===== src/rtl/core/cdsdl_pkg.sv =====
// shared types, constants and codes of the depth-sorted draw list
package cdsdl_pkg;

  localparam int CAPACITY = 32;
  localparam int CNT_W    = $clog2(CAPACITY + 1);
  localparam int QDEPTH   = 2;
  localparam int QP_W     = $clog2(QDEPTH);
  localparam int QC_W     = $clog2(QDEPTH + 1);

  localparam int IN_DATA_W  = 96;
  localparam int OUT_DATA_W = 56;

  // result status codes
  localparam logic [2:0] ST_INSERTED = 3'd0;
  localparam logic [2:0] ST_CULLED   = 3'd1;
  localparam logic [2:0] ST_FULL     = 3'd2;
  localparam logic [2:0] ST_DRAINED  = 3'd3;
  localparam logic [2:0] ST_EMPTY    = 3'd4;

  // input function codes
  localparam logic FN_INSERT = 1'b0;
  localparam logic FN_DRAIN  = 1'b1;

  // configuration register indexes
  localparam logic [1:0] REG_VIEW_X      = 2'd0;
  localparam logic [1:0] REG_VIEW_Y      = 2'd1;
  localparam logic [1:0] REG_VIEW_WIDTH  = 2'd2;
  localparam logic [1:0] REG_VIEW_HEIGHT = 2'd3;

  typedef enum logic [1:0] {
    K_INSERT,
    K_CULLED,
    K_DRAIN
  } kind_e;

  typedef struct packed {
    logic signed [15:0] vx;
    logic signed [15:0] vy;
    logic [11:0]        vw;
    logic [11:0]        vh;
  } view_t;

  typedef struct packed {
    logic signed [15:0] layer;
    logic signed [15:0] x;
    logic signed [15:0] y;
    logic [15:0]        id;
    logic               rel;
  } entry_t;

  typedef struct packed {
    kind_e  kind;
    entry_t ent;
  } cmd_t;

  typedef struct packed {
    logic [CNT_W-1:0] count;
    logic             draining;
  } bk_status_t;

endpackage


===== src/rtl/core/cdsdl_front.sv =====
// front end: unpacks an input item and runs the view culling test
module cdsdl_front import cdsdl_pkg::*; (
  input  logic                 s_axis_tvalid,
  output logic                 s_axis_tready,
  input  logic [IN_DATA_W-1:0] s_axis_tdata,
  input  logic [0:0]           s_axis_tuser,
  input  view_t                view_i,
  output logic                 push_o,
  input  logic                 push_ready_i,
  output cmd_t                 cmd_o
);

  logic signed [15:0] px, py;
  logic [11:0]        sw, sh;
  logic signed [17:0] px_e, py_e, vx_e, vy_e, right, bottom, px_end, py_end;
  logic               rel, culled;

  assign px  = s_axis_tdata[31:16];
  assign py  = s_axis_tdata[47:32];
  assign sw  = s_axis_tdata[59:48];
  assign sh  = s_axis_tdata[71:60];
  assign rel = s_axis_tdata[88];

  always_comb begin
    px_e   = 18'(px);
    py_e   = 18'(py);
    vx_e   = 18'(view_i.vx);
    vy_e   = 18'(view_i.vy);
    right  = vx_e + $signed({6'b0, view_i.vw});
    bottom = vy_e + $signed({6'b0, view_i.vh});
    px_end = px_e + $signed({6'b0, sw});
    py_end = py_e + $signed({6'b0, sh});
    culled = rel && ((px_e > right) || (py_e > bottom) ||
                     (px_end < vx_e) || (py_end < vy_e));
  end

  always_comb begin
    cmd_o.ent.id    = s_axis_tdata[15:0];
    cmd_o.ent.x     = px;
    cmd_o.ent.y     = py;
    cmd_o.ent.layer = s_axis_tdata[87:72];
    cmd_o.ent.rel   = rel;
    if (s_axis_tuser[0] == FN_DRAIN) begin
      cmd_o.kind = K_DRAIN;
    end else if (culled) begin
      cmd_o.kind = K_CULLED;
    end else begin
      cmd_o.kind = K_INSERT;
    end
  end

  assign push_o        = s_axis_tvalid;
  assign s_axis_tready = push_ready_i;

endmodule


===== config.mk =====
export PLATFORM = sky130hd
export DESIGN_NAME = cdsdl_front
export DESIGN_NICKNAME = d
export VERILOG_FILES = /design/src/rtl/core/cdsdl_pkg.sv /design/src/rtl/core/cdsdl_front.sv
export SDC_FILE = /design/constraint.sdc
export NUM_CORES = 1
export LEC_CHECK = 0
export ABC_AREA = 1
export BUFFER_PORTS_ARGS = -buffer_cell sky130_fd_sc_hd__buf_2
export CORE_MARGIN = 8
export CORE_UTILIZATION = 45
export DETAILED_ROUTE_END_ITERATION = 7
export PLACE_DENSITY = 0.8
export SLEW_MARGIN = 20
export SYNTH_ARGS = -nofsm -noshare
export SYNTH_HDL_FRONTEND = slang
export SYNTH_SLANG_ARGS = --single-unit

===== constraint.sdc =====
create_clock -name vclk -period 3.2
set_input_delay 0.48 -clock vclk [all_inputs]
set_output_delay 0.48 -clock vclk [all_outputs]
set_load 0.01 [all_outputs]

==> metrics.txt, run 1 <==
Inst Count DP 1125; 1st-iter DRT viols 203; Hold-fix buffers, CTS 0; area delta synth->final 31.5%; initial antenna violation count 0; routed vias/inst 4.88; FFs & Latches 0; Hold WC Path Type in2out; final std cells w/o fill 1131; Global Route Usage Sum 19.3%; Clock Buffer Count 0; max-slew violations 0; Post-Syn Area per Cell 6.35 um2; CP Capture Type primary output; via count 5515; Leakage 3.89 nW; Max IR drop VDD 0.103 mV; count of cell types in the netlist 31; die area 14400 um2; Antenna Nets Post-Route 0; outcome finished, violations left; max incr delay on CP 0.33 ns; synthesized area 4870 um2; Syn Nets roughly 1000; failing checks setup timing; wire length per cell between 10 and 15 um; vias in the first global route 5525; share of cells above drive strength 1 34.3%; wirelength, routed 14500 um; dpl hpwl 13300 um; placeable core area 10700 um2; Ys Warns 0; die height 120 um; Cell Pwr Density 207 nW/um2; Final Critical Period 3.93 ns; Initial Util 45.6%; IO buf count 149; CP Launch Type primary input; # rows 38; global-route wire length before repair between 20000 and 25000 um; critical path cell sequence buf_2 > ha_2 > inv_2 > fa_2 > nand3b_1 > nand2_2 > nand2_1 > nand2_1 > o21ai_2 > o21ai_2 > a21oi_2 > xor2_1 > ha_1 > nand2_1 > nor2_1 > and2_4 > nand3b_1 > nand3_1 > nand2_1 > nand2_1 > nand4_1 > nand2_1 > inv_1 > buf_2; Initial DRT Pass Iterations 5; # diodes 0; Tot Pwr 0.00133 W; io pins 224; Slew HR between 70% and 80%; final hold vios 0; Worst Setup Path Type in2out; Max Cap Viol 0; critical path required time 2.72 ns; GPL Wtd Cong approximately 0.91; Final #Nets 1266; gr ovfl total 0; pin count of the biggest net entering global routing 7; Critical Path AT roughly 3.5 ns; crit share post-route 123%; most frequent CP cell nand2_1; Crit-path slowest cell fa_2; Max FO, Critical Path 3; Setup-failing EPs final 1; multi-input logic area 3980 um2; Register Area 0 um2; Filler cells 979; DRC errors left 0; worst-margin pin slew 0.314 ns; synthesized instance count 768; RSZ-0062 raised after global routing true; Die W 120 um; Achievable Freq 0.254 GHz; Seq/Total Area, Yosys 0%; PnR worst setup slack -0.731 ns
-- worst max-delay path: cells and delay by family --
family	cells	cell delay [ns]
AOI/OAI and AO/OA	3	0.37
xor gates and xnor gates	1	0.15
adders and majority gates	3	0.80
buffers and inverters	4	0.32
and+or+nand+nor	13	1.32
-- synth_stat cells --
| cell | count | area share, % |
|---|---|---|
| buf_4 | 68 | 10 |
| o21bai_1 | 1 | 0.15 |
| o21ai_1 | 7 | 0.72 |
| nand2_2 | 4 | 0.51 |
| nand3b_1 | 7 | 1.1 |
| ha_1 | 114 | 29 |
| nand4_1 | 8 | 1.0 |
| nand2_1 | 194 | 15 |
| nor3_2 | 2 | 0.41 |
| a21boi_2 | 3 | 0.69 |
| o21ai_0 | 14 | 1.4 |
| a21oi_1 | 58 | 6.0 |
| inv_1 | 118 | 9.1 |
| o21a_1 | 1 | 0.15 |
| and2_1 | 4 | 0.51 |
| xnor2_1 | 19 | 3.4 |
| nor3_1 | 1 | 0.10 |
| o21ai_2 | 12 | 2.2 |
| o211ai_1 | 1 | 0.15 |
| nand3_2 | 7 | 1.4 |
| a21o_1 | 6 | 0.92 |
| o2111ai_1 | 1 | 0.18 |
| nor2_1 | 47 | 3.6 |
| nand3_1 | 22 | 2.3 |
| a21boi_0 | 1 | 0.15 |
| a31oi_1 | 2 | 0.26 |
| a21oi_2 | 1 | 0.18 |
| xor2_1 | 36 | 6.5 |
| or2_2 | 1 | 0.13 |
| fa_1 | 4 | 1.6 |
| and3_1 | 4 | 0.51 |
-- final cells by class --
cell class         instances  area share (%)
well taps                140            2.73
multi-input cells        582            62.1
repair buffers           291            28.3
inverters                118            6.91
-- repair_timing --
item                                    4_1_cts  5_1_grt
buffers inserted                              1        5
endpoints found under the setup margin        1        1
pin swaps                                    11       14
gates resized for setup                      10        5
-- worst paths after layout --
path	start	endpoint	slack, ns	depth (start not counted)
min	s_axis_tdata[15]	cmd_o[16]	0.96	0
max	view_i[0]	cmd_o[65]	-0.73	24
-- logic make-up (layout without fill, tap and decap cells) --
group	count (synthesis)	count (layout)	synth area share, %
and+or+nand+nor	301	301	26.5
buffers and inverters	186	409	19.6
adders and majority gates	118	118	30.9
AOI/OAI and AO/OA	108	108	13.1
xor gates and xnor gates	55	55	9.88
-- power breakdown --
group	internal [W]	total, W	switching (W)
combinational	0.000635	0.00132	0.000690
clock	0	0	0
sequential	0	0	0
-- routing by layer --
| layer | part of all wire [%] | GRT usage [%] | up-vias | wire length (um) |
|---|---|---|---|---|
| li1 | - | - | 2878 | - |
| met1 | 42 | 21.5 | 2447 | 6080 |
| met2 | 50 | 37.1 | 154 | 7250 |
| met3 | 5.2 | 2.91 | 36 | 756 |
| met4 | 2.6 | 5.07 | 0 | 369 |
| met5 | 0 | 0 | - | 0 |
-- cells in the final DEF (no fill, tap or decap), drive strengths merged, types with 2 or more instances in the layout --
cell / n
and3: 4
nand2: 198
fa: 4
nand4: 8
and2: 4
xnor2: 19
inv: 118
buf: 291
a21o: 6
nand3: 29
a21boi: 4
o21ai: 33
xor2: 36
nor3: 3
nor2: 47
ha: 114
nand3b: 7
a21oi: 59
a31oi: 2
-- per-stage QoR --
stage	hold WS, ns	utilization (%)	cell area (um2)	worst slack, ns	TNS (ns)
4_1_cts	0.960	59.4	6350	-0.656	-0.656
3_5_place_dp	0.960	59.1	6320	-0.776	-0.776
3_3_place_gp	0.960	59.1	6320	-0.710	-0.710
6_report	0.960	59.9	6410	-0.731	-0.731
5_1_grt	0.960	59.9	6410	-0.912	-0.912
2_1_floorplan	1.05	-	4890	-0.101	-0.101
Note: power is estimated with default switching activity, not from simulation.
==> inputs of run 2 (changes only) <==
--- a/config.mk
+++ b/config.mk
@@ -9,7 +9,8 @@
 export BUFFER_PORTS_ARGS = -buffer_cell sky130_fd_sc_hd__buf_2
 export CORE_MARGIN = 8
-export CORE_UTILIZATION = 45
+export CORE_UTILIZATION = 50
 export DETAILED_ROUTE_END_ITERATION = 7
-export PLACE_DENSITY = 0.8
+export PLACE_DENSITY = 0.85
+export REMOVE_ABC_BUFFERS = 1
 export SLEW_MARGIN = 20
 export SYNTH_ARGS = -nofsm -noshare
==> constraint.sdc (replaced) <==
create_clock -name vclk -period 4.8
set_input_delay 0.48 -clock vclk [all_inputs]
set_output_delay 0.48 -clock vclk [all_outputs]
set_load 0.01 [all_outputs]
==> metrics.txt, run 2 (synthesis gave the netlist of run 1 again) <==
CP Launch Type primary input; WHS Endpoint cmd_o[49]; pin count of the biggest net entering global routing 7; share of cells above drive strength 1 21.1%; GPL Wtd Cong 0.875; Hold WC Path Type in2out; Antenna Nets Post-Route 0; routed vias/inst 5.05; Worst Setup Path Type in2out; worst-margin pin slew 0.315 ns; Leakage between 3 and 4 nW; wirelength, routed 13800 um; area delta synth->final 8.24%; die height 115 um; via count 4956; DRC errors left 0; io pins between 200 and 250; placeable core area 9640 um2; 1st-iter DRT viols between 150 and 200; max-slew violations 0; Critical Path AT ~3.5 ns; Max IR drop VDD 0.0660 mV; RSZ-0062 raised after global routing false; Initial Util 50.6%; dpl hpwl 12700 um; Die W 115 um; most frequent cells in the layout 194 x nand2_1, 149 x buf_2, 118 x inv_1, 114 x ha_1, 58 x a21oi_1; Final #Nets between 1000 and 1500; crit path from s_axis_tdata[16]; Max FO, Critical Path 3; Register Area 0 um2; Hold-fix buffers, CTS 0; # rows 36; Slew HR 79.0%; # diodes 0; IO buf count around 150; Initial DRT Pass Iterations 5; die area 13200 um2; CTS resizes 0; FFs & Latches 0; Cell Pwr Density 135 nW/um2; CP Capture Type primary output; Setup Fix Bufs, Post-CTS 0; global-route wire length before repair 22200 um; Global Route Usage Sum 20.6%; crit share post-route 83.1%; setup TNS 0 ns; outcome complete, no violations; worst hold start s_axis_tdata[72]; vias in the first global route about 5000; wire length per cell 14.0 um; Tot Pwr roughly 0.0007 W; Max Cap Viol 0; Final Critical Period about 4 ns; worst hold path depth 0; most common cell after layout, fill and taps aside nand2_1; Setup-failing EPs final 0; critical path required time 4.32 ns; final hold vios 0; initial antenna violation count 1; Achievable Freq 0.251 GHz; gr ovfl total 0; Clock Buffer Count 0
==> run 2: worst max path at each step <==
stage                     end  slack [ns]
floorplan           cmd_o[65]        1.46
global placement    cmd_o[65]        0.87
detailed placement  cmd_o[65]        0.84
CTS                 cmd_o[65]        0.82
global route        cmd_o[65]        0.49
finish              cmd_o[65]        0.81
==> run 2: layout make-up <==
type	instances	area [um2]
Multi-Input combinational cell	582	3920
Tap cell	133	166
Inverter	118	443
Timing Repair Buffer	149	746
Fill cell	978	4360
==> run 2: metrics by stage <==
step / std cells / hold slack, ns / setup slack (ns) / utilization [%] / area (um2)
floorplan: 700 / 0.960 / 1.46 / - / 4360
global placement: 982 / 0.960 / 0.870 / 54.7 / 5280
detailed placement: 982 / 0.960 / 0.835 / 54.7 / 5280
CTS: 982 / 0.960 / 0.815 / 54.7 / 5280
global route: 982 / 0.960 / 0.494 / 54.7 / 5280
finish: 982 / 0.960 / 0.813 / 54.7 / 5280
==> run 2: metal layers <==
layer / vias to the layer above / share of wire (%) / GRT usage (%) / wire (um)
met4: 4 / 0.55 / 1.31 / 76
li1: 2594 / - / - / -
met5: - / 0.40 / 4.30 / 55
met1: 2179 / 47 / 25.7 / 6470
met3: 12 / 8.2 / 6.36 / 1140
met2: 167 / 44 / 34.8 / 6050
==> run 2: critical path: stages <==
cell and delay, ns:
buf_2 0.12, ha_1 0.14, inv_1 0.06, fa_1 0.41, inv_1 0.07, nand3_1 0.06
nand2_1 0.14, nand2_1 0.07, nand2_1 0.07, o21ai_2 0.07, o21ai_2 0.16, a21oi_1 0.11
xor2_1 0.16, ha_1 0.30, nand2_1 0.06, nand2_1 0.06, nand2_1 0.06, nand2_1 0.05
a21oi_1 0.22, nand4_1 0.14, nand2_1 0.09, nand4_1 0.14, nand2_1 0.09, inv_1 0.04
buf_2 0.13
==> run 2: power breakdown <==
group          internal, W  switching [W]  total (W)
Combinational     0.000299       0.000414   0.000713
Clock                    0              0          0
Sequential               0              0          0
==> inputs of run 3 (changes only) <==
- CORE_UTILIZATION: 50 -> 45
- PLACE_DENSITY: 0.85 -> 0.8
- clock period: 4.8 -> 3.55 ns (I/O delays scaled with it)
==> metrics.txt, run 3 (synthesis gave the netlist of run 1 again) <==
max incr delay on CP between 0.3 and 0.4 ns; Final #Nets 1155; IO buf count about 150; Worst Setup Path Type in2out; final hold vios 0; Register Area 0 um2; Critical Path AT 3.24 ns; initial antenna violation count 1; Die W 120 um; PnR worst setup slack -0.0407 ns; Max IR drop VDD 0.0984 mV; pre-CTS setup slack -0.171 ns; Crit-path slowest cell fa_2; outcome finished, violations left; critical path required time roughly 3.2 ns; RSZ-0062 raised after global routing true; placeable core area 10700 um2; GPL Wtd Cong 0.885; most frequent cells in the layout 190 x nand2_1, 147 x buf_2, 117 x inv_1, 112 x ha_1, 54 x a21oi_1; Initial Util between 40% and 50%; area delta synth->final 15.9%; most common cell after layout, fill and taps aside nand2_1; area post-placement about 5500 um2; dpl hpwl 12500 um; gr ovfl total 0; die area 14400 um2; Final Critical Period 3.59 ns; Global Route Usage Sum 18.2%; Antenna Nets Post-Route 0; FFs & Latches 0; Leakage 3.37 nW; Clock Buffer Count 0; die height 120 um; Slew HR 80.8%; max-slew violations 0; DRC errors left 0; global-route wire length before repair 22100 um; crit share post-route 101%; CP Capture Type primary output; routed vias/inst 4.91; cell area after layout around 5600 um2; share of cells above drive strength 1 a little over a quarter; wire length per cell 13.5 um; most frequent CP cell nand2_1; Hold WC Path Type in2out; wirelength, routed 13700 um; Setup-failing EPs final 1; failing checks setup timing; vias in the first global route between 5000 and 6000; # rows 38; Achievable Freq 0.278 GHz; Max Cap Viol 0; Initial DRT Pass Iterations 4; io pins 224; 1st-iter DRT viols 162; worst-margin pin slew 0.287 ns; Cell Pwr Density 183 nW/um2; Max FO, Critical Path 3; multi-input logic area slightly above 4000 um2; CP Launch Type primary input; pin count of the biggest net entering global routing 7; Util after Layout 52.8%; via count 5017; Filler cells 1083
[run 3: final cells by class]
class,count,area share [%]
Timing Repair Buffer,180,17.6
Tap cell,140,3.10
Inverter,118,7.88
Antenna cell,1,0.0443
Multi-Input combinational cell,582,71.4
[run 3: final timing paths]
kind,startpoint,to,cells after the start
setup / recovery,view_i[40],cmd_o[65],25
hold / removal,s_axis_tdata[84],cmd_o[61],0
[run 3: report_power, final]
part                  total, W  leakage (nW)  switching [W]      internal, W
combinational          0.00104          3.37       0.000581         0.000455
sequential                   0             0              0                0
clock          0.0000000000377    0.00000634              0  0.0000000000377
[run 3: stage by stage]
stage | std cells | power [W] | setup TNS [ns] | hold slack (ns)
floorplan | 700 | 0.000678 | 0 | 0.710
global placement | 1016 | 0.000975 | -0.0602 | 0.710
detailed placement | 1016 | 0.000998 | -0.171 | 0.710
CTS | 1017 | 0.00101 | -0.110 | 0.710
global route | 1021 | 0.00119 | -0.319 | 0.710
finish | 1021 | 0.00104 | -0.0407 | 0.710
[run 3: per-layer routing]
| layer | vias to the layer above | track usage [%] | part of all wire [%] |
|---|---|---|---|
| li1 | 2646 | - | - |
| met1 | 2205 | 22.4 | 45 |
| met2 | 162 | 31.0 | 45 |
| met3 | 4 | 6.43 | 9.1 |
| met4 | 0 | 0.859 | 0.34 |
| met5 | - | 1.74 | 0 |
[run 3: worst max-delay path: cells and delay by family]
kind	cells	cell delay (ns)
xor gates and xnor gates	1	0.15
buffers and inverters	5	0.39
adders and majority gates	3	0.77
AOI/OAI and AO/OA	3	0.33
and+or+nand+nor	13	1.23
[run 3: timing repair]
action / 4_1_cts / 5_1_grt
endpoints found under the setup margin: 1 / 1
hold buffers: 0 / 0
pin swaps: 5 / 18
gates resized for setup: 9 / 27
buffers inserted: 1 / 3
