<file path="config.mk">
export PLATFORM = sky130hd
export DESIGN_NAME = cdsdl_queue
export DESIGN_NICKNAME = d
export VERILOG_FILES = /design/src/rtl/core/cdsdl_pkg.sv /design/src/rtl/core/cdsdl_queue.sv
export SDC_FILE = /design/constraint.sdc
export NUM_CORES = 1
export LEC_CHECK = 0
export BUFFER_PORTS_ARGS = -buffer_cell sky130_fd_sc_hd__buf_2
export CAP_MARGIN = 20
export CORE_ASPECT_RATIO = 0.8
export CORE_UTILIZATION = 45
export DETAILED_ROUTE_END_ITERATION = 16
export PLACE_DENSITY = 0.7
export SLEW_MARGIN = 10
export SYNTH_ARGS = -nofsm -noshare
export SYNTH_HDL_FRONTEND = slang
export SYNTH_SLANG_ARGS = --single-unit
</file>
<file path="constraint.sdc">
create_clock -name clk_i -period 7.2 [get_ports clk_i]
set_input_delay 0 -clock clk_i [delete_from_list [all_inputs] [get_ports clk_i]]
set_output_delay 0 -clock clk_i [all_outputs]
set_load 0.01 [all_outputs]
</file>
<file path="src/rtl/core/cdsdl_pkg.sv">
// shared types, constants and codes of the depth-sorted draw list
package cdsdl_pkg;

  localparam int CAPACITY = 32;
  localparam int CNT_W    = $clog2(CAPACITY + 1);
  localparam int QDEPTH   = 2;
  localparam int QP_W     = $clog2(QDEPTH);
  localparam int QC_W     = $clog2(QDEPTH + 1);

  localparam int IN_DATA_W  = 96;
  localparam int OUT_DATA_W = 56;

  // result status codes
  localparam logic [2:0] ST_INSERTED = 3'd0;
  localparam logic [2:0] ST_CULLED   = 3'd1;
  localparam logic [2:0] ST_FULL     = 3'd2;
  localparam logic [2:0] ST_DRAINED  = 3'd3;
  localparam logic [2:0] ST_EMPTY    = 3'd4;

  // input function codes
  localparam logic FN_INSERT = 1'b0;
  localparam logic FN_DRAIN  = 1'b1;

  // configuration register indexes
  localparam logic [1:0] REG_VIEW_X      = 2'd0;
  localparam logic [1:0] REG_VIEW_Y      = 2'd1;
  localparam logic [1:0] REG_VIEW_WIDTH  = 2'd2;
  localparam logic [1:0] REG_VIEW_HEIGHT = 2'd3;

  typedef enum logic [1:0] {
    K_INSERT,
    K_CULLED,
    K_DRAIN
  } kind_e;

  typedef struct packed {
    logic signed [15:0] vx;
    logic signed [15:0] vy;
    logic [11:0]        vw;
    logic [11:0]        vh;
  } view_t;

  typedef struct packed {
    logic signed [15:0] layer;
    logic signed [15:0] x;
    logic signed [15:0] y;
    logic [15:0]        id;
    logic               rel;
  } entry_t;

  typedef struct packed {
    kind_e  kind;
    entry_t ent;
  } cmd_t;

  typedef struct packed {
    logic [CNT_W-1:0] count;
    logic             draining;
  } bk_status_t;

endpackage

</file>
<file path="src/rtl/core/cdsdl_queue.sv">
// short command queue between the front end and the list engine
module cdsdl_queue import cdsdl_pkg::*; (
  input  logic clk_i,
  input  logic rst_ni,
  input  logic push_i,
  output logic ready_o,
  input  cmd_t cmd_i,
  output logic valid_o,
  input  logic pop_i,
  output cmd_t cmd_o
);

  cmd_t            mem [QDEPTH];
  logic [QP_W-1:0] wr_ptr_q, wr_ptr_d, rd_ptr_q, rd_ptr_d;
  logic [QC_W-1:0] cnt_q, cnt_d;
  logic            do_push, do_pop;

  assign ready_o = (cnt_q != QC_W'(QDEPTH));
  assign valid_o = (cnt_q != '0);
  assign do_push = push_i && ready_o;
  assign do_pop  = pop_i && valid_o;
  assign cmd_o   = mem[rd_ptr_q];

  always_comb begin
    wr_ptr_d = wr_ptr_q;
    rd_ptr_d = rd_ptr_q;
    cnt_d    = cnt_q;
    if (do_push) begin
      wr_ptr_d = (wr_ptr_q == QP_W'(QDEPTH - 1)) ? '0 : wr_ptr_q + 1'b1;
    end
    if (do_pop) begin
      rd_ptr_d = (rd_ptr_q == QP_W'(QDEPTH - 1)) ? '0 : rd_ptr_q + 1'b1;
    end
    if (do_push && !do_pop) begin
      cnt_d = cnt_q + 1'b1;
    end else if (do_pop && !do_push) begin
      cnt_d = cnt_q - 1'b1;
    end
  end

  always_ff @(posedge clk_i) begin
    if (do_push) begin
      mem[wr_ptr_q] <= cmd_i;
    end
  end

  always_ff @(posedge clk_i or negedge rst_ni) begin
    if (!rst_ni) begin
      wr_ptr_q <= '0;
      rd_ptr_q <= '0;
      cnt_q    <= '0;
    end else begin
      wr_ptr_q <= wr_ptr_d;
      rd_ptr_q <= rd_ptr_d;
      cnt_q    <= cnt_d;
    end
  end

endmodule

</file>
==> PnR_summary.wiki, run 1 <==
{| class="wikitable"
! Metric !! Value
|-
| Run status || complete, no violations
|-
| Detailed Routing Iterations Pass 1 || 6
|-
| Cell with the most instances after synthesis || sky130_fd_sc_hd__edfxtp_1
|-
| Share of the yosys chip area belonging to registers || 80.5%
|-
| DRC violation count after routing || 0
|-
| Pin slew with the least headroom to its limit || 1.02 ns
|-
| Data required, critical path || 7.24 ns
|-
| Fillcell total || 792
|-
| Peak VDD IR || 0.207 mV
|-
| Utilization after layout || 65.4%
|-
| Post-synth top area share || 78.6%
|-
| Worst min path class || in2reg
|-
| Via density per instance || 4.68
|-
| Post-route standard cell area excluding fillers || 7170 um^2
|-
| Global router's overall resource usage || 16.9%
|-
| Number of port buffers || 139
|-
| Sequential standard cell area || 4130 um^2
|-
| Area enclosed by the die boundary || 11800 um^2
|-
| CP Capture Type || flip-flop
|-
| Number of I/O pins || 140
|-
| Starting Density || 46.6%
|-
| Number of buffers added by the clock tree synthesis step || 17
|-
| Normalized max-slew margin || 32.0%
|-
| Mapped Nets || 299
|-
| Sum of negative setup slack || 0 ns
|-
| Total count of hold-check failures in the final report || 0
|-
| CTS H-tree depth || 4
|-
| Number of antenna violations at the first check in global routing || 0
|-
| Worst r2r src || cnt_q[0]$_DFFE_PN0P_
|-
| Detailed-route via count || 2825
|-
| Wire length of the first global-routing pass || 14800 um
|-
| Count of flip-flops with a built-in enable after synthesis || 134
|-
| Max Clock Freq || 0.423 GHz
|-
| Worst Setup SP || cnt_q[0]$_DFFE_PN0P_
|-
| Y dimension of the die || 97.4 um
|-
| Shortest clock period the worst path allows after layout || 2.36 ns
|-
| Top post-synthesis cells by area || sky130_fd_sc_hd__edfxtp_1 (79%), sky130_fd_sc_hd__mux2_2 (10%), sky130_fd_sc_hd__mux2_4 (5.9%)
|-
| Post-Place Setup Slack || 4.80 ns
|-
| Hold Path Origin || cmd_i[16]
|-
| Smallest setup slack after layout || 4.84 ns
|-
| Final ANT Viol Nets || 0
|-
| Summed instance area of the synthesized netlist || 5120 um^2
|-
| Core outline area || 11000 um^2
|-
| Ys Warns || 0
|-
| Top cell type by total area after synthesis || sky130_fd_sc_hd__edfxtp_1
|-
| Count of final max-slew check failures || 0
|-
| Cell Area, Placed || 5950 um^2
|-
| Cells after synthesis || 227
|-
| Commonest cells in the netlist || sky130_fd_sc_hd__edfxtp_1 (134), sky130_fd_sc_hd__mux2_2 (47), sky130_fd_sc_hd__mux2_4 (20)
|-
| Syn-to-layout area delta || 40.1%
|-
| Critical Path AT || 2.40 ns
|-
| Async S/R FF share, synth || 2.90%
|-
| Maximum number of pins on one net before global-route repair || 69
|-
| N_diodes || 0
|-
| Vias in the first global route || 3097
|-
| Commonest register cell after synthesis || sky130_fd_sc_hd__edfxtp_1
|-
| Starting DRT DRC Count || 99
|-
| Final period util || 32.8%
|-
| Layout net count || 521
|-
| Max-cap violation count || 0
|-
| Detailed Route WL || 9420 um
|-
| Final routed wire length divided by cell count || 15.6 um
|-
| Num Clock Sinks || 138
|-
| Unrepaired setup endpoints after global routing || no
|-
| Critical path peak fanout || 40
|-
| Total grt overflow || 0
|-
| Number of distinct library cells after synthesis || 16
|-
| Per-instance average area after synthesis || 22.6 um^2
|-
| Leakage || 2.79 nW
|-
| Share of post-route cells with drive strength above 1 || 51.7%
|-
| Worst Setup Start Kind || flip-flop
|-
| Post-route clock skew || 0.00774 ns
|-
| Clock-pin slew on the worst setup and hold paths || 0.06 ns
|-
| Final HPWL DP || 5530 um
|-
| Final count of negative-setup-slack endpoints || 0
|-
| Worst-Skew Late Latency || 0.40 ns
|-
| P per Cell Area || 379 nW/um^2
|-
| Path type of the worst setup path || reg2reg
|-
| Area occupied by multi-input gates || 932 um^2
|-
| Die width || 121 um
|-
| Placer Congestion || 0.710
|-
| Number of storage elements in the synthesis netlist || 138
|-
| Post-CTS setup-driven buffer insertion count || 0
|-
| Total power after layout || 2.72 mW
|-
| TritonCTS clock tree || yes
|-
| Largest buffer count on any clock path || 2
|-
| Cell chosen for the clock root || sky130_fd_sc_hd__clkbuf_16
|-
| Count of standard-cell rows || 34
|}
==> cell usage in the layout, fill, tap and decap left out, types with 3 or more instances in the layout <==
| cell type | count |
|---|---|
| sky130_fd_sc_hd__buf_2 | 139 |
| sky130_fd_sc_hd__clkbuf_1 | 3 |
| sky130_fd_sc_hd__clkbuf_16 | 17 |
| sky130_fd_sc_hd__clkinv_2 | 7 |
| sky130_fd_sc_hd__dfrtp_1 | 3 |
| sky130_fd_sc_hd__dlygate4sd3_1 | 71 |
| sky130_fd_sc_hd__edfxtp_1 | 134 |
| sky130_fd_sc_hd__mux2_2 | 47 |
| sky130_fd_sc_hd__mux2_4 | 20 |
| sky130_fd_sc_hd__xnor2_1 | 3 |
==> logic make-up (layout without fill, tap and decap cells) <==
kind of cell | count (synthesis) | count (layout) | synth area share (%)
xor+xnor | 5 | 5 | 0.855
simple gates | 7 | 7 | 0.660
flops | 138 | 138 | 80.5
buf+inv | 9 | 242 | 1.49
mux | 67 | 67 | 16.2
fa+ha+maj | 1 | 1 | 0.244
==> flip-flops by register name (all words and copies together) (netlist names) <==
name and count:
mem 134, wr_ptr_q 1, rd_ptr_q 1, cnt_q 2
==> repair_timing <==
| action | 4_1_cts | 5_1_grt |
|---|---|---|
| hold buffers | 71 | 0 |
| endpoints found under the hold margin | 140 | 0 |
| gates resized for setup | 0 | 0 |
==> where the power goes <==
group | internal, mW | switching (mW) | total (mW)
logic | 0.390 | 0.336 | 0.727
registers | 1.10 | 0.128 | 1.23
clock network | 0.465 | 0.298 | 0.763
==> area by class of cell <==
class,count,share of cell area (%)
Clock buffer,20,6.09
Clock inverter,10,1.12
Inverter,1,0.0523
Multi-Input combinational cell,80,13.0
Sequential cell,138,57.5
Tap cell,144,2.51
Timing Repair Buffer,211,19.7
==> final timing paths <==
kind	endpoint	slack, ns	depth (start not counted)
min in group asynchronous	rd_ptr_q$_DFFE_PN0P_	0.50	3
max in group asynchronous	rd_ptr_q$_DFFE_PN0P_	6.52	3
setup / recovery	mem[0][46]$_DFFE_PP_	4.84	4
hold reg to reg	cnt_q[1]$_DFFE_PN0P_	0.50	1
setup reg to reg	mem[0][46]$_DFFE_PP_	4.84	4
hold / removal	mem[0][16]$_DFFE_PP_	0.32	2
==> routing by layer <==
layer  up-vias  share of wire, %  track usage [%]
met5         -                 0                0
li1       1334                 -                -
met4         0              0.72             6.08
met2       107                49             28.4
met3         7               7.1             6.34
met1      1377                43             19.8
==> through the flow <==
step	instances	hold WS, ns
6_report	604	0.317
5_1_grt	604	0.310
4_1_cts	604	0.300
3_5_place_dp	503	-0.190
3_3_place_gp	503	-0.193
2_1_floorplan	227	-0.296
==> critical path, stage by stage (launching register included) <==
cell                       delay (ns)
sky130_fd_sc_hd__dfrtp_1         0.40
sky130_fd_sc_hd__nand2b_1        0.18
sky130_fd_sc_hd__nand2_1         0.15
sky130_fd_sc_hd__nor2_4          0.66
sky130_fd_sc_hd__buf_4           0.59
No activity file was read; power rests on OpenSTA's default activity.
==> inputs of run 2 (changes only) <==
Clock period 7.2 ns to 2.39 ns, I/O delays scaled along.
==> PnR_summary.wiki, run 2 (synthesis results as in run 1) <==
{| class="wikitable"
! Metric !! Value
|-
| Run status || complete, no violations (unchanged)
|-
| Worst min path class || in2reg (unchanged)
|-
| Cell chosen for the clock root || sky130_fd_sc_hd__clkbuf_16 (unchanged)
|-
| Register with the most flip-flops || mem (unchanged)
|-
| Final ANT Viol Nets || 0 (unchanged)
|-
| Final HPWL DP || 5770 um (was 5530 um)
|-
| TritonCTS clock tree || yes (unchanged)
|-
| Resized Gates After CTS || 0 (unchanged)
|-
| Path type of the worst setup path || reg2out (was reg2reg)
|-
| DRC violation count after routing || 0 (unchanged)
|-
| Final routed wire length divided by cell count || 15.2 um (was 15.6 um)
|-
| Critical Path AT || 1.73 ns (was 2.40 ns)
|-
| Most common library cell in the layout ignoring fill and taps || sky130_fd_sc_hd__buf_2 (unchanged)
|-
| Final period util || 72.3%
|-
| Slowest library cell on the worst path || sky130_fd_sc_hd__dfrtp_4 (was sky130_fd_sc_hd__nor2_4)
|-
| R2r setup slk || 0.77 ns (was 4.84 ns)
|-
| Registers with the most flip-flops || mem x134, cnt_q x2 (unchanged)
|-
| Max-cap violation count || 0 (unchanged)
|-
| Max Clock Freq || 0.579 GHz
|-
| Largest buffer count on any clock path || 2 (unchanged)
|-
| Maximum number of pins on one net before global-route repair || 42 (was 69)
|-
| Number of port buffers || 139 (unchanged)
|-
| Peak VDD IR || 0.641 mV (was 0.207 mV)
|-
| CTS H-tree depth || 4 (unchanged)
|-
| Y dimension of the die || 97.4 um (unchanged)
|-
| Number of I/O pins || 140 (unchanged)
|-
| Number of buffers added by the clock tree synthesis step || 17 (unchanged)
|-
| Critical-path cell list || buf_4 -> mux2_2 -> buf_2 (was nand2b_1 -> nand2_1 -> nor2_4 -> buf_4)
|-
| Unrepaired setup endpoints after global routing || no (unchanged)
|-
| Total grt overflow || 0 (unchanged)
|-
| Core outline area || 11000 um^2 (unchanged)
|-
| Worst r2r src || cnt_q[0]$_DFFE_PN0P_ (unchanged)
|-
| Starting Density || 46.6% (unchanged)
|-
| Detailed Routing Iterations Pass 1 || 4 (was 6)
|-
| Detailed Route WL || 9310 um (was 9420 um)
|-
| Hold Path Origin || cmd_i[66] (was cmd_i[16])
|-
| Share of post-route cells with drive strength above 1 || 52.0% (was 51.7%)
|-
| Wire length of the first global-routing pass || 14700 um (was 14800 um)
|-
| Endpoint of the worst hold path || mem[1][66]$_DFFE_PP_ (was mem[0][16]$_DFFE_PP_)
|-
| Layout net count || 526 (was 521)
|-
| Shortest clock period the worst path allows after layout || 1.73 ns
|-
| P per Cell Area || 1170 nW/um^2 (was 379 nW/um^2)
|-
| Placer Congestion || 0.710 (about the same)
|-
| N_diodes || 0 (unchanged)
|-
| Vias in the first global route || 3030 (was 3097)
|-
| Final count of negative-setup-slack endpoints || 0 (unchanged)
|-
| Count of standard-cell rows || 34 (unchanged)
|-
| Number of antenna violations at the first check in global routing || 0 (unchanged)
|-
| Commonest cells after routing, fill and taps aside || sky130_fd_sc_hd__buf_2 (139), sky130_fd_sc_hd__edfxtp_1 (134), sky130_fd_sc_hd__dlygate4sd3_1 (71) (unchanged)
|-
| Kind of cell adding the most delay to the critical path || buffers and inverters (was simple AND/OR/NAND/NOR gates)
|-
| Total power after layout || 8.51 mW (was 2.72 mW)
|-
| Critical path peak fanout || 26 (was 40)
|-
| Via density per instance || 4.61 (was 4.68)
|-
| Clock-pin slew on the worst setup and hold paths || 0.06 ns (about the same)
|-
| Detailed-route via count || 2818 (was 2825)
|-
| Leakage || 2.85 nW (was 2.79 nW)
|-
| Data required, critical path || 2.39 ns (was 7.24 ns)
|-
| Max reg flops || 134 (unchanged)
|-
| Num Clock Sinks || 138 (unchanged)
|-
| Post-route clock skew || 0.00813 ns (was 0.00774 ns)
|-
| Fillcell total || 786 (was 792)
|-
| Area enclosed by the die boundary || 11800 um^2 (unchanged)
|-
| Count of final max-slew check failures || 0 (unchanged)
|-
| Total count of hold-check failures in the final report || 0 (unchanged)
|-
| Syn-to-layout area delta || 42.6% (was 40.1%)
|-
| Worst-Skew Late Latency || 0.40 ns (about the same)
|-
| Pin slew with the least headroom to its limit || 0.457 ns (was 1.02 ns)
|-
| Cell depth of the worst hold path || 2 (unchanged)
|-
| CP Capture Type || primary output (was flip-flop)
|-
| Capture instance of the worst register-to-register path || mem[0][19]$_DFFE_PP_ (was mem[0][46]$_DFFE_PP_)
|-
| Worst Setup Start Kind || flip-flop (unchanged)
|-
| Utilization after layout || 66.5% (was 65.4%)
|-
| Depth of the worst register-to-register path || 4 (unchanged)
|-
| Sum of negative setup slack || 0 ns (unchanged)
|-
| Global router's overall resource usage || 16.8% (was 16.9%)
|-
| Normalized max-slew margin || 69.5% (was 32.0%)
|-
| Die width || 121 um (unchanged)
|-
| Crit path buffers/inverters || 2 (was 1)
|-
| Starting DRT DRC Count || 144 (was 99)
|-
| Delay of the slowest critical-path stage || 0.43 ns (was 0.66 ns)
|}
-- run 2: changes by cell type in the layout (fill, tap and decap cells not counted) --
cell	change
sky130_fd_sc_hd__clkbuf_1	-3
sky130_fd_sc_hd__clkinv_4	+1
sky130_fd_sc_hd__clkinv_2	-4
sky130_fd_sc_hd__bufinv_16	+2
sky130_fd_sc_hd__inv_6	+1
sky130_fd_sc_hd__buf_12	+2
sky130_fd_sc_hd__buf_4	+3
sky130_fd_sc_hd__clkinv_1	+5
-- run 2: metrics by stage --
stage / cell area, um^2 / instances / hold slack [ns] / worst slack (ns)
2_1_floorplan: 5130 / 227 / -0.296 / 0.252
3_3_place_gp: 6010 / 508 / -0.188 / 0.792
3_5_place_dp: 6010 / 508 / -0.189 / 0.740
4_1_cts: 7300 / 611 / 0.298 / 0.626
5_1_grt: 7300 / 611 / 0.309 / 0.578
6_report: 7300 / 611 / 0.317 / 0.662
-- run 2: what timing repair did --
action | in CTS | in global routing
setup buffers | 0 | 0
hold buffers | 71 | 0
hold endpoints to repair | 140 | 0
-- run 2: how the worst max path moves through the flow --
stage                     cells after the start             endpoint  slack [ns]            startpoint
after CTS                                     3             cmd_o[9]        0.63  rd_ptr_q$_DFFE_PN0P_
after floorplan                               3  mem[0][0]$_DFFE_PP_        0.25  cnt_q[0]$_DFFE_PN0P_
after global placement                        3  mem[1][2]$_DFFE_PP_        0.79  cnt_q[0]$_DFFE_PN0P_
final                                         3            cmd_o[62]        0.66  rd_ptr_q$_DFFE_PN0P_
after detailed placement                      3  mem[1][2]$_DFFE_PP_        0.74  cnt_q[0]$_DFFE_PN0P_
after global routing                          3             cmd_o[9]        0.58  rd_ptr_q$_DFFE_PN0P_
-- run 2: metal layers --
| metal | share of wire (%) | track usage [%] | up-vias |
|---|---|---|---|
| met1 | 44 | 21.1 | 1373 |
| li1 | - | - | 1346 |
| met5 | 0 | 0 | - |
| met2 | 48 | 26.7 | 88 |
| met3 | 7.1 | 6.28 | 11 |
| met4 | 1.1 | 5.98 | 0 |
-- run 2: where the power goes --
part           leakage, nW  total, mW  switching [mW]  internal, mW
logic                 1.28       2.52            1.28          1.24
clock network        0.280       2.53           0.917          1.62
registers             1.29       3.46           0.143          3.32
-- run 2: cell type report --
cell class	instances	area, um^2	share of cell area [%]
clock inverter	15	156	2.14
inverter	1	3.75	0.0514
timing repair buffer	216	1480	20.2
tap	144	180	2.47
sequential	138	4130	56.5
clock buffer	17	425	5.83
multi-input combinational	80	932	12.8
==> inputs of run 3 (changes only) <==
Clock period 2.39 ns to 1.7 ns, I/O delays scaled along.
==> PnR_summary.wiki, run 3 (synthesis results as in run 1) <==
{| class="wikitable"
! Metric !! Value
|-
| Detailed Route WL || 9680 um (was 9310 um)
|-
| Worst Setup Start Kind || flip-flop (unchanged)
|-
| Data required, critical path || 1.70 ns (was 2.39 ns)
|-
| Syn-to-layout area delta || 43.5% (was 42.6%)
|-
| Clock-pin slew on the worst setup and hold paths || 0.05 ns (was 0.06 ns)
|-
| Worst-Skew Late Latency || 0.40 ns (about the same)
|-
| Number of buffers added by the clock tree synthesis step || 17 (unchanged)
|-
| Final HPWL DP || 5630 um (was 5770 um)
|-
| Via density per instance || 4.70 (was 4.61)
|-
| Vias in the first global route || 3106 (was 3030)
|-
| Count of final max-slew check failures || 0 (unchanged)
|-
| Final ANT Viol Nets || 0 (unchanged)
|-
| Worst hold slack || 0.319 ns (was 0.317 ns)
|-
| Most common library cell in the layout ignoring fill and taps || sky130_fd_sc_hd__buf_2 (unchanged)
|-
| Register with the most flip-flops || mem (unchanged)
|-
| Final period util || 96.5%
|-
| Critical path peak fanout || 12 (was 26)
|-
| Final count of negative-setup-slack endpoints || 0 (unchanged)
|-
| Cell Area, Placed || 6080 um^2 (was 6010 um^2)
|-
| Normalized max-slew margin || 82.2% (was 69.5%)
|-
| Shortest clock period the worst path allows after layout || 1.64 ns
|-
| Peak VDD IR || 0.884 mV (was 0.641 mV)
|-
| Pin slew with the least headroom to its limit || 0.267 ns (was 0.457 ns)
|-
| Core outline area || 11000 um^2 (unchanged)
|-
| Maximum number of pins on one net before global-route repair || 47 (was 42)
|-
| Number of I/O pins || 140 (unchanged)
|-
| Registers with the most flip-flops || mem x134, cnt_q x2 (unchanged)
|-
| Worst min path class || in2reg (unchanged)
|-
| Starting DRT DRC Count || 131 (was 144)
|-
| DRC violation count after routing || 0 (unchanged)
|-
| Number of antenna violations at the first check in global routing || 0 (unchanged)
|-
| Y dimension of the die || 97.4 um (unchanged)
|-
| Commonest cells after routing, fill and taps aside || sky130_fd_sc_hd__buf_2 (139), sky130_fd_sc_hd__edfxtp_1 (134), sky130_fd_sc_hd__dlygate4sd3_1 (71) (unchanged)
|-
| Utilization after layout || 66.9% (was 66.5%)
|-
| Total power after layout || 11.9 mW (was 8.51 mW)
|-
| Placer Congestion || 0.713 (was 0.710)
|-
| Max reg flops || 134 (unchanged)
|-
| Unrepaired setup endpoints after global routing || yes (was no)
|-
| Num Clock Sinks || 138 (unchanged)
|-
| Detailed Routing Iterations Pass 1 || 4 (unchanged)
|-
| Layout net count || 531 (was 526)
|-
| CTS H-tree depth || 4 (unchanged)
|-
| Critical Path AT || 1.64 ns (was 1.73 ns)
|-
| Post-route clock skew || 0.00525 ns (was 0.00813 ns)
|-
| Post-route standard cell area excluding fillers || 7350 um^2 (was 7300 um^2)
|-
| Count of standard-cell rows || 34 (unchanged)
|-
| Global router's overall resource usage || 17.2% (was 16.8%)
|-
| TritonCTS clock tree || yes (unchanged)
|-
| Total grt overflow || 0 (unchanged)
|-
| Max Clock Freq || 0.610 GHz
|-
| Max-cap violation count || 0 (unchanged)
|-
| Largest buffer count on any clock path || 2 (unchanged)
|-
| Cell chosen for the clock root || sky130_fd_sc_hd__clkbuf_16 (unchanged)
|-
| P per Cell Area || 1620 nW/um^2 (was 1170 nW/um^2)
|-
| Share of post-route cells with drive strength above 1 || 51.9% (was 52.0%)
|-
| Run status || complete, no violations (unchanged)
|-
| Starting Density || 46.6% (unchanged)
|-
| Area enclosed by the die boundary || 11800 um^2 (unchanged)
|-
| Final routed wire length divided by cell count || 15.8 um (was 15.2 um)
|-
| Fillcell total || 756 (was 786)
|-
| Detailed-route via count || 2878 (was 2818)
|-
| Number of port buffers || 139 (unchanged)
|-
| Path type of the worst setup path || reg2out (unchanged)
|-
| CP Capture Type || primary output (unchanged)
|-
| Total count of hold-check failures in the final report || 0 (unchanged)
|-
| Die width || 121 um (unchanged)
|-
| Leakage || 2.88 nW (was 2.85 nW)
|-
| Sum of negative setup slack || 0 ns (unchanged)
|-
| Wire length of the first global-routing pass || 14800 um (was 14700 um)
|-
| N_diodes || 0 (unchanged)
|}
run 3: changes by cell type in the layout (fill, tap and decap cells not counted), moves of 2 or more:
cell | previous run | this run
sky130_fd_sc_hd__buf_12 | 2 | 6
sky130_fd_sc_hd__clkbuf_1 | 0 | 4
sky130_fd_sc_hd__mux2_2 | 47 | 44
sky130_fd_sc_hd__mux2_4 | 20 | 23
sky130_fd_sc_hd__bufinv_16 | 3 | 1
sky130_fd_sc_hd__clkinvlp_4 | 2 | 0
run 3: worst max-delay path, cell delays in order, from the launching register on:
cell and delay [ns]:
sky130_fd_sc_hd__dfrtp_4 0.54, sky130_fd_sc_hd__clkbuf_16 0.21, sky130_fd_sc_hd__mux2_2 0.34, sky130_fd_sc_hd__buf_2 0.14
run 3: area by class of cell:
cell class | instances | area, um^2 | share of cell area [%]
inverters | 1 | 3.75 | 0.0511
well taps | 144 | 180 | 2.45
clock inverters | 7 | 55.1 | 0.749
flip-flops and latches | 138 | 4130 | 56.2
multi-input cells | 80 | 955 | 13.0
clock buffers | 21 | 440 | 5.99
repair buffers | 221 | 1590 | 21.6
run 3: through the flow:
stage                     instances  setup WS [ns]
after global placement          509          0.254
after global routing            612       -0.00561
final                           612         0.0600
after detailed placement        509          0.154
after CTS                       611         0.0210
after floorplan                 227         -0.337
run 3: per-layer routing:
metal / part of all wire [%] / vias to the layer above / wire (um) / global-route usage [%]
li1: - / 1360 / - / -
met1: 44 / 1391 / 4230 / 21.0
met2: 48 / 112 / 4630 / 27.8
met3: 7.4 / 15 / 719 / 6.40
met4: 1.1 / 0 / 108 / 6.27
met5: 0 / - / 0 / 0
run 3: final timing paths:
kind                       depth (start not counted)  slack, ns                 start                    to
setup / recovery                                   3       0.06  rd_ptr_q$_DFFE_PN0P_             cmd_o[49]
hold / removal                                     2       0.32             cmd_i[44]  mem[1][44]$_DFFE_PP_
setup reg to reg                                   6       0.16  cnt_q[0]$_DFFE_PN0P_  cnt_q[1]$_DFFE_PN0P_
hold reg to reg                                    1       0.55  cnt_q[0]$_DFFE_PN0P_  cnt_q[0]$_DFFE_PN0P_
max in group asynchronous                          3       1.00                rst_ni  rd_ptr_q$_DFFE_PN0P_
min in group asynchronous                          3       0.50                rst_ni  rd_ptr_q$_DFFE_PN0P_
run 3: where the power goes:
group          internal [mW]  switching [mW]
sequential              4.66           0.256
clock                   1.95            1.20
combinational           1.98            1.84
total                   8.59            3.29
run 3: what timing repair did:
| action | in CTS | in global routing |
|---|---|---|
| hold buffers | 71 | 0 |
| buffers inserted | 3 | 0 |
| setup endpoints to repair | 53 | 9 |
| gates resized for setup | 0 | 4 |
| gates cloned | 0 | 1 |
| endpoints found under the hold margin | 140 | 0 |
